`config.mk`:
```
export PLATFORM = sky130hd
export DESIGN_NAME = rhl_div
export DESIGN_NICKNAME = d
export VERILOG_FILES = /design/src/rtl/core/rhl_pkg.sv /design/src/rtl/core/rhl_div.sv
export SDC_FILE = /design/constraint.sdc
export NUM_CORES = 2
export LEC_CHECK = 0
export BUFFER_PORTS_ARGS = -buffer_cell sky130_fd_sc_hd__buf_4
export CORE_MARGIN = 1.5
export CORE_UTILIZATION = 60
export DETAILED_ROUTE_END_ITERATION = 10
export GPL_ROUTABILITY_DRIVEN = 0
export PLACE_DENSITY = 0.77
export SLEW_MARGIN = 25
export SYNTH_ARGS = -nofsm -noshare
export SYNTH_HDL_FRONTEND = slang
export SYNTH_SLANG_ARGS = --single-unit
```
`constraint.sdc`:
```
create_clock -name clk -period 5.4 [get_ports clk]
set_clock_uncertainty 0.15 [all_clocks]
set_input_delay 1.08 -clock clk [delete_from_list [all_inputs] [get_ports clk]]
set_output_delay 1.08 -clock clk [all_outputs]
set_load 0.01 [all_outputs]
```
`src/rtl/core/rhl_pkg.sv`:
```
// Shared widths, curve tables and sideband types for the humidity linearizer.
// Depends on nothing; every RTL file references it by scoped names.
package rhl_pkg;

	localparam int ADC_W = 12;
	localparam int REF_W = 17;
	localparam int HUM_W = 14;
	localparam int NPTS  = 7;
	localparam int P_W   = 18;
	localparam int FRAC_W = 16;
	localparam int MQ    = 30;
	localparam int M_W   = MQ + 1;
	localparam int X_W   = ADC_W + P_W;
	localparam int E_W   = $clog2(X_W);
	localparam int LOG_W = E_W + FRAC_W;
	localparam int LOG_LAT = FRAC_W + 2;
	localparam int QUO_W = HUM_W;
	localparam int NUM_W = HUM_W + LOG_W + 1;
	localparam int SEG_W = $clog2(NPTS - 1);
	localparam int IDX_W = 1;

	localparam logic [IDX_W-1:0] REG_ENABLED = 1'd0;
	localparam logic [IDX_W-1:0] REG_REF_OHMS = 1'd1;
	localparam logic [REF_W-1:0] REF_RESET = 17'd10000;
	localparam logic [ADC_W-1:0] ADC_FULL = {ADC_W{1'b1}};

	localparam logic [P_W-1:0] CURVE_OHMS [NPTS] = '{
		18'd1000, 18'd2000, 18'd5000, 18'd10000, 18'd50000, 18'd100000, 18'd200000
	};
	localparam logic [HUM_W-1:0] CURVE_CENTI [NPTS] = '{
		14'd5000, 14'd6000, 14'd7000, 14'd8000, 14'd9000, 14'd9500, 14'd10000
	};

	typedef logic [LOG_W-1:0] span_arr_t [NPTS-1];

	typedef struct packed {
		logic en;
		logic zero;
		logic low;
		logic high;
		logic degen;
		logic [SEG_W-1:0] seg;
	} side_t;

	// Elaboration-time log2 in Q16, same squaring recurrence as the hardware unit.
	function automatic logic [LOG_W-1:0] log2_const(input logic [63:0] x);
		logic [63:0] m;
		logic [5:0] e;
		logic [FRAC_W-1:0] f;
		e = '0;
		f = '0;
		for (int i = 0; i < 64; i++) begin
			if (x[i]) e = 6'(i);
		end
		m = x << (6'(MQ) - e);
		for (int k = 0; k < FRAC_W; k++) begin
			m = (m * m) >> MQ;
			f = {f[FRAC_W-2:0], (m >= (64'd1 << (MQ + 1)))};
			if (m >= (64'd1 << (MQ + 1))) m = m >> 1;
		end
		return LOG_W'({e, f});
	endfunction

	function automatic span_arr_t calc_spans();
		span_arr_t s;
		logic [LOG_W-1:0] a;
		logic [LOG_W-1:0] b;
		for (int i = 0; i < NPTS - 1; i++) begin
			a = log2_const(64'(CURVE_OHMS[i]));
			b = log2_const(64'(CURVE_OHMS[i+1]));
			s[i] = (b > a) ? (b - a) : '0;
		end
		return s;
	endfunction

	localparam span_arr_t SEG_SPAN = calc_spans();

endpackage

```
`src/rtl/core/rhl_div.sv`:
```
// Pipelined restoring divider, one quotient bit per stage.
// Depends on rhl_pkg for numerator, divisor and quotient widths.
module rhl_div (
	input  logic clk,
	input  logic adv,
	input  logic [rhl_pkg::NUM_W-1:0] num,
	input  logic [rhl_pkg::LOG_W-1:0] den,
	output logic [rhl_pkg::QUO_W-1:0] quo
);

	logic [rhl_pkg::NUM_W-1:0] rem_s [rhl_pkg::QUO_W];
	logic [rhl_pkg::LOG_W-1:0] den_s [rhl_pkg::QUO_W];
	logic [rhl_pkg::QUO_W-1:0] quo_s [rhl_pkg::QUO_W];

	genvar j;
	generate
		for (j = 0; j < rhl_pkg::QUO_W; j++) begin : g_st
			localparam int B = rhl_pkg::QUO_W - 1 - j;
			logic [rhl_pkg::NUM_W-1:0] r_in;
			logic [rhl_pkg::LOG_W-1:0] d_in;
			logic [rhl_pkg::QUO_W-1:0] q_in;
			logic [rhl_pkg::NUM_W-1:0] dsh;
			if (j == 0) begin : g_first
				assign r_in = num;
				assign d_in = den;
				assign q_in = '0;
			end else begin : g_next
				assign r_in = rem_s[j-1];
				assign d_in = den_s[j-1];
				assign q_in = quo_s[j-1];
			end
			assign dsh = {{(rhl_pkg::NUM_W-rhl_pkg::LOG_W){1'b0}}, d_in} << B;
			always_ff @(posedge clk) begin
				if (adv) begin
					den_s[j] <= d_in;
					if (r_in >= dsh) begin
						rem_s[j] <= r_in - dsh;
						quo_s[j] <= q_in | (rhl_pkg::QUO_W'(1) << B);
					end else begin
						rem_s[j] <= r_in;
						quo_s[j] <= q_in;
					end
				end
			end
		end
	endgenerate

	assign quo = quo_s[rhl_pkg::QUO_W-1];

endmodule

```
### Word-level counts from Yosys, hierarchy flattened

Memories as Yosys holds them, arrays and structs flattened.
Index checks and enable logic that the tools add are counted.

| word-level totals | value |
|---|---|
| register bits after elaboration | 0 |
| RAM bits | 994 |
| output and inout port bits | 14 |
| logic and storage cells | 173 |
| memories | 3 |

| operators by class | value |
|---|---|
| add/sub/neg operators | 14 |
| magnitude comparators | 14 |
| muxes and demuxes | 114 |
| bitwise logic cells | 28 |

Memories:

| name | words | bits a word | rd ports | clocked after memory_dff | write ports | RTL line | text |
|---|---|---|---|---|---|---|---|
| rem_s | 14 | 36 | 13 | 0 | 14 | rhl_div.sv:11 | `logic [rhl_pkg::NUM_W-1:0] rem_s [rhl_pkg::QUO_W];` |
| den_s | 14 | 21 | 13 | 0 | 14 | rhl_div.sv:12 | `logic [rhl_pkg::LOG_W-1:0] den_s [rhl_pkg::QUO_W];` |
| quo_s | 14 | 14 | 14 | 0 | 14 | rhl_div.sv:13 | `logic [rhl_pkg::QUO_W-1:0] quo_s [rhl_pkg::QUO_W];` |

Operators with widths:

| kind | count |
|---|---|
| $mux W36 | 14 |
| $mux W14 | 14 |
| $mux W1 | 86 |
| $ge A36 B21 Y1 | 1 |
| $ge A36 B22 Y1 | 1 |
| $ge A36 B23 Y1 | 1 |
| $ge A36 B24 Y1 | 1 |
| $ge A36 B25 Y1 | 1 |
| $ge A36 B26 Y1 | 1 |
| $ge A36 B27 Y1 | 1 |
| $ge A36 B28 Y1 | 1 |
| $ge A36 B29 Y1 | 1 |
| $ge A36 B30 Y1 | 1 |
| $ge A36 B31 Y1 | 1 |
| $ge A36 B32 Y1 | 1 |
| $ge A36 B33 Y1 | 1 |
| $ge A36 B34 Y1 | 1 |
| $sub A36 B21 Y36 | 1 |
| $sub A36 B22 Y36 | 1 |
| $sub A36 B23 Y36 | 1 |
| $sub A36 B24 Y36 | 1 |
| $sub A36 B25 Y36 | 1 |
| $sub A36 B26 Y36 | 1 |
| $sub A36 B27 Y36 | 1 |
| other kinds (8) | 35 |

### Depth between registers and ports, before layout

An unclocked memory read counts as a cell.

| depth | value |
|---|---|
| depth after elaboration | 6 |
| gate-level depth with buffers | 14 |
| mapped depth without buffers | 13 |

### Worst setup path before layout

OpenSTA, ideal clock, no wires.

| path | value |
|---|---|
| kind | input to register |
| from | input den[1] in the netlist's numbering |
| to | memory rem_s[0][17] in the netlist's numbering, data pin |
| arrival | 3,385 ps |
| data required time | 4,990 ps |
| slack | 1,605 ps |
| cell stages on the path | 11 |
| path buffers | 1 |
| path through | inv_1 ha_1 nor2b_1 o21a_1 o21ai_0 a221oi_1 a211oi_1 nand2b_1 o31ai_1 buf_2 mux2_2 |

RTL lines:

| what | RTL line | text |
|---|---|---|
| from (decl) | rhl_div.sv:7 | `input logic [rhl_pkg::LOG_W-1:0] den,` |
| to (decl) | rhl_div.sv:11 |  |

==> metrics.md <==
| Metric | Value |
|---|---|
| Outcome | `complete, no violations` |
| Largest net degree at the start of global routing | `164` |
| First-pass GRT wire length | `140 mm` |
| Worst Hold Class | `flip-flop to flip-flop` |
| Hold path startpoint | `quo_s[0][53]` |
| Period utilization | `78.1%` |
| Max Cap Viol | `0` |
| CORE AREA | `75,700 µm²` |
| Ys async rst share | `0%` |
| Req. time, crit path | `5640 ps` |
| Port Buffers | `72` |
| Worst Hold End | `quo_s[0][67]` |
| Max FO, Critical Path | `19` |
| Slew HR | `29.5%` |
| Post-CTS Setup Inserts | `0` |
| WS Path Type | `flip-flop to flip-flop` |
| Clock Latency Late Sink | `660 ps` |
| Reg area | `25,400 µm²` |
| DP Wirelength | `64.1 mm` |
| PwrDens | `487 nW/µm²` |
| CTS resizes | `0` |
| Reg-to-reg slack, setup | `1180 ps` |
| H-tree lvl count | `3` |
| Yosys warns | `0` |
| RSZ-0062 raised after global routing | `no` |
| WHS Path Cells | `0` |
| Clk buf depth | `3` |
| Worst EP arrival | `4450 ps` |
| Post-synth top flop | `edfxtp_1` |
| Fin nets | `4,457` |
| Setup_tns | `0 ps` |
| First drt pass iteration count | `6` |
| Fill count | `5,456` |
| CTS buffer count | `88` |
| Via/cell ratio | `5.85` |
| # IOs | `73` |
| Die X | `279 µm` |
| Cells after synthesis | `3,991` |
| Worst Tran Pin Value | `1050 ps` |
| Net Count, Synth | `4,357` |
| Clk root buf | `clkbuf_16` |
| Synth unique cells | `88` |
| R2R cell count | `11` |
| Post-synth EDFFs | `846` |
| Share of cells above drive strength 1 | `7.72%` |
| Vias post-DR | `30,100` |
| Post-CTS Hold Buffers | `0` |
| Antenna-violating nets left | `0` |
| WL/cell | `16.8 µm` |
| Static leakage | `19.6 nW` |
| DRC | `0` |
| Clock sinks | `846` |
| Multi-input logic area | `18,600 µm²` |
| Drt initial violations | `2,214` |
| N_diodes | `0` |
| Die Footprint | `77,900 µm²` |
| Cell Rows | `101` |
| Antenna violations before repair | `0` |
| Mapped Area | `45,800 µm²` |
| CTS tree | `built` |
| Max-slew violations | `0` |
| Initial Util | `60.5%` |
| Vias in the first global route | `30,200` |
| Global-route usage over all layers | `22.1%` |
| Max Freq | `0.237 GHz` |
| Critical R2R Capture | `rem_s[1][139]` |
| Critical R2R Launch | `den_s[1][42]` |
| Overflow after GRT | `0` |
| Final Setup Violations | `0` |
| Yosys reg bits | `846` |
| Die Y-Extent | `279 µm` |
| Layout area overhead | `9.98%` |
| Worst hold slack | `251 ps` |
| Startpoint Class | `flip-flop` |
| Fin crit period | `4220 ps` |
| Fin. Hold Viols | `0` |
| Sequential fraction of the synthesis area | `55.5%` |
| Mean Syn Cell Area | `11.5 µm²` |
| Total Wirelength | `86.1 mm` |
| Peak VDD IR | `0.000268 V` |
| Crit. End Element | `flip-flop` |
| Clock transition at path regs | `60 ps` |
-- synthesized netlist by cell type (all sizes together), types with 13 or more instances --
master	number	share of area, %
a2111oi	15	0.33
a211oi	41	0.68
a21o	114	1.9
a21oi	256	2.8
a31oi	31	0.42
and2	19	0.26
and3	16	0.22
buf	16	0.18
clkbuf	75	0.62
edfxtp	846	56
fa	13	0.57
ha	294	8.0
inv	378	3.1
mux2	48	1.2
nand2	322	2.6
nand2b	52	0.71
nand3	49	0.54
nand4	41	0.56
nand4b	16	0.31
nor2	228	1.9
nor2b	48	0.66
nor3	77	0.86
nor4	52	0.80
nor4b	17	0.34
o211ai	19	0.32
o21a	50	0.82
o21ai	287	3.1
o21bai	24	0.39
o31a	17	0.33
o31ai	32	0.52
or2	16	0.22
or3	25	0.34
or4	18	0.33
xnor2	156	3.0
xor2	151	2.9
-- critical path, cell delays in order, from the launching register on --
cell and delay, ps:
edfxtp_1 400, ha_1 230, fa_1 410, and2b_1 230, o31a_1 160, o21ai_2 110
a2111oi_4 430, nor3b_1 120, o211a_1 500, or4b_4 640, or4_4 440, xnor2_2 140
-- cells in the final DEF (no fill, tap or decap), drive strengths merged, types with 52 or more instances in the layout --
cell type and n:
edfxtp 846, inv 382, nand2 322, ha 294, o21ai 287, a21oi 256
nor2 228, xnor2 156, xor2 151, a21o 114, buf 101, clkbuf 99
nor3 77, nand2b 52, nor4 52
-- metal layers --
layer,vias up,track usage [%],wire [µm]
met5,-,0,0
met4,0,12.7,5170
met3,325,2.94,2590
met2,696,44.6,47500
met1,14100,21.0,30900
li1,14900,-,-
-- sequential cells by signal, indices dropped and copies added, names as in the netlist --
name   cells
quo_s    105
den_s    273
rem_s    468
-- through the flow --
step	cells	instance area (µm²)	util [%]	setup slack (ps)	power (W)
after detailed placement	4979	47500	62.7	990	0.0186
final	5136	50300	66.5	1180	0.0245
after floorplan	3991	45800	-	1600	0.0166
after global placement	4979	47500	62.7	1070	0.0183
after CTS	5136	50300	66.5	1200	0.0245
after global routing	5136	50300	66.5	1010	0.0260
-- layout make-up --
type	count	area share, %
clock buffers	99	4.46
clock inverters	58	1.15
inverters	378	2.82
multi-input cells	2676	37.0
flip-flops and latches	846	50.5
well taps	978	2.43
repair buffers	101	1.62
-- how the worst max path moves through the flow --
stage	from	to	slack (ps)	cells past startpoint
after detailed placement	den[1]	rem_s[0][18]	990	12
final	den_s[1][42]	rem_s[1][139]	1180	11
after global routing	rem_s[0][152]	rem_s[0][192]	1010	12
after floorplan	den[1]	rem_s[0][17]	1600	11
after CTS	den_s[1][42]	rem_s[1][139]	1200	11
after global placement	den[1]	rem_s[0][19]	1070	12
-- power by group --
group	internal, W	leakage [nW]	switching, W
sequential	0.00920	8.16	0.000831
clock	0.00339	1.37	0.00250
combinational	0.00377	10.0	0.00484
-- cells by family (layout without fill, tap and decap cells) --
| group | count (synthesis) | count (layout) | synth area share (%) |
|---|---|---|---|
| buf+inv | 469 | 636 | 3.89 |
| xor+xnor | 307 | 307 | 5.89 |
| flops | 846 | 846 | 55.5 |
| fa+ha+maj | 307 | 307 | 8.61 |
| simple gates | 1037 | 1037 | 11.5 |
| mux | 59 | 59 | 1.42 |
| compound gates | 966 | 966 | 13.2 |
Note: power is estimated with default switching activity, not from simulation.
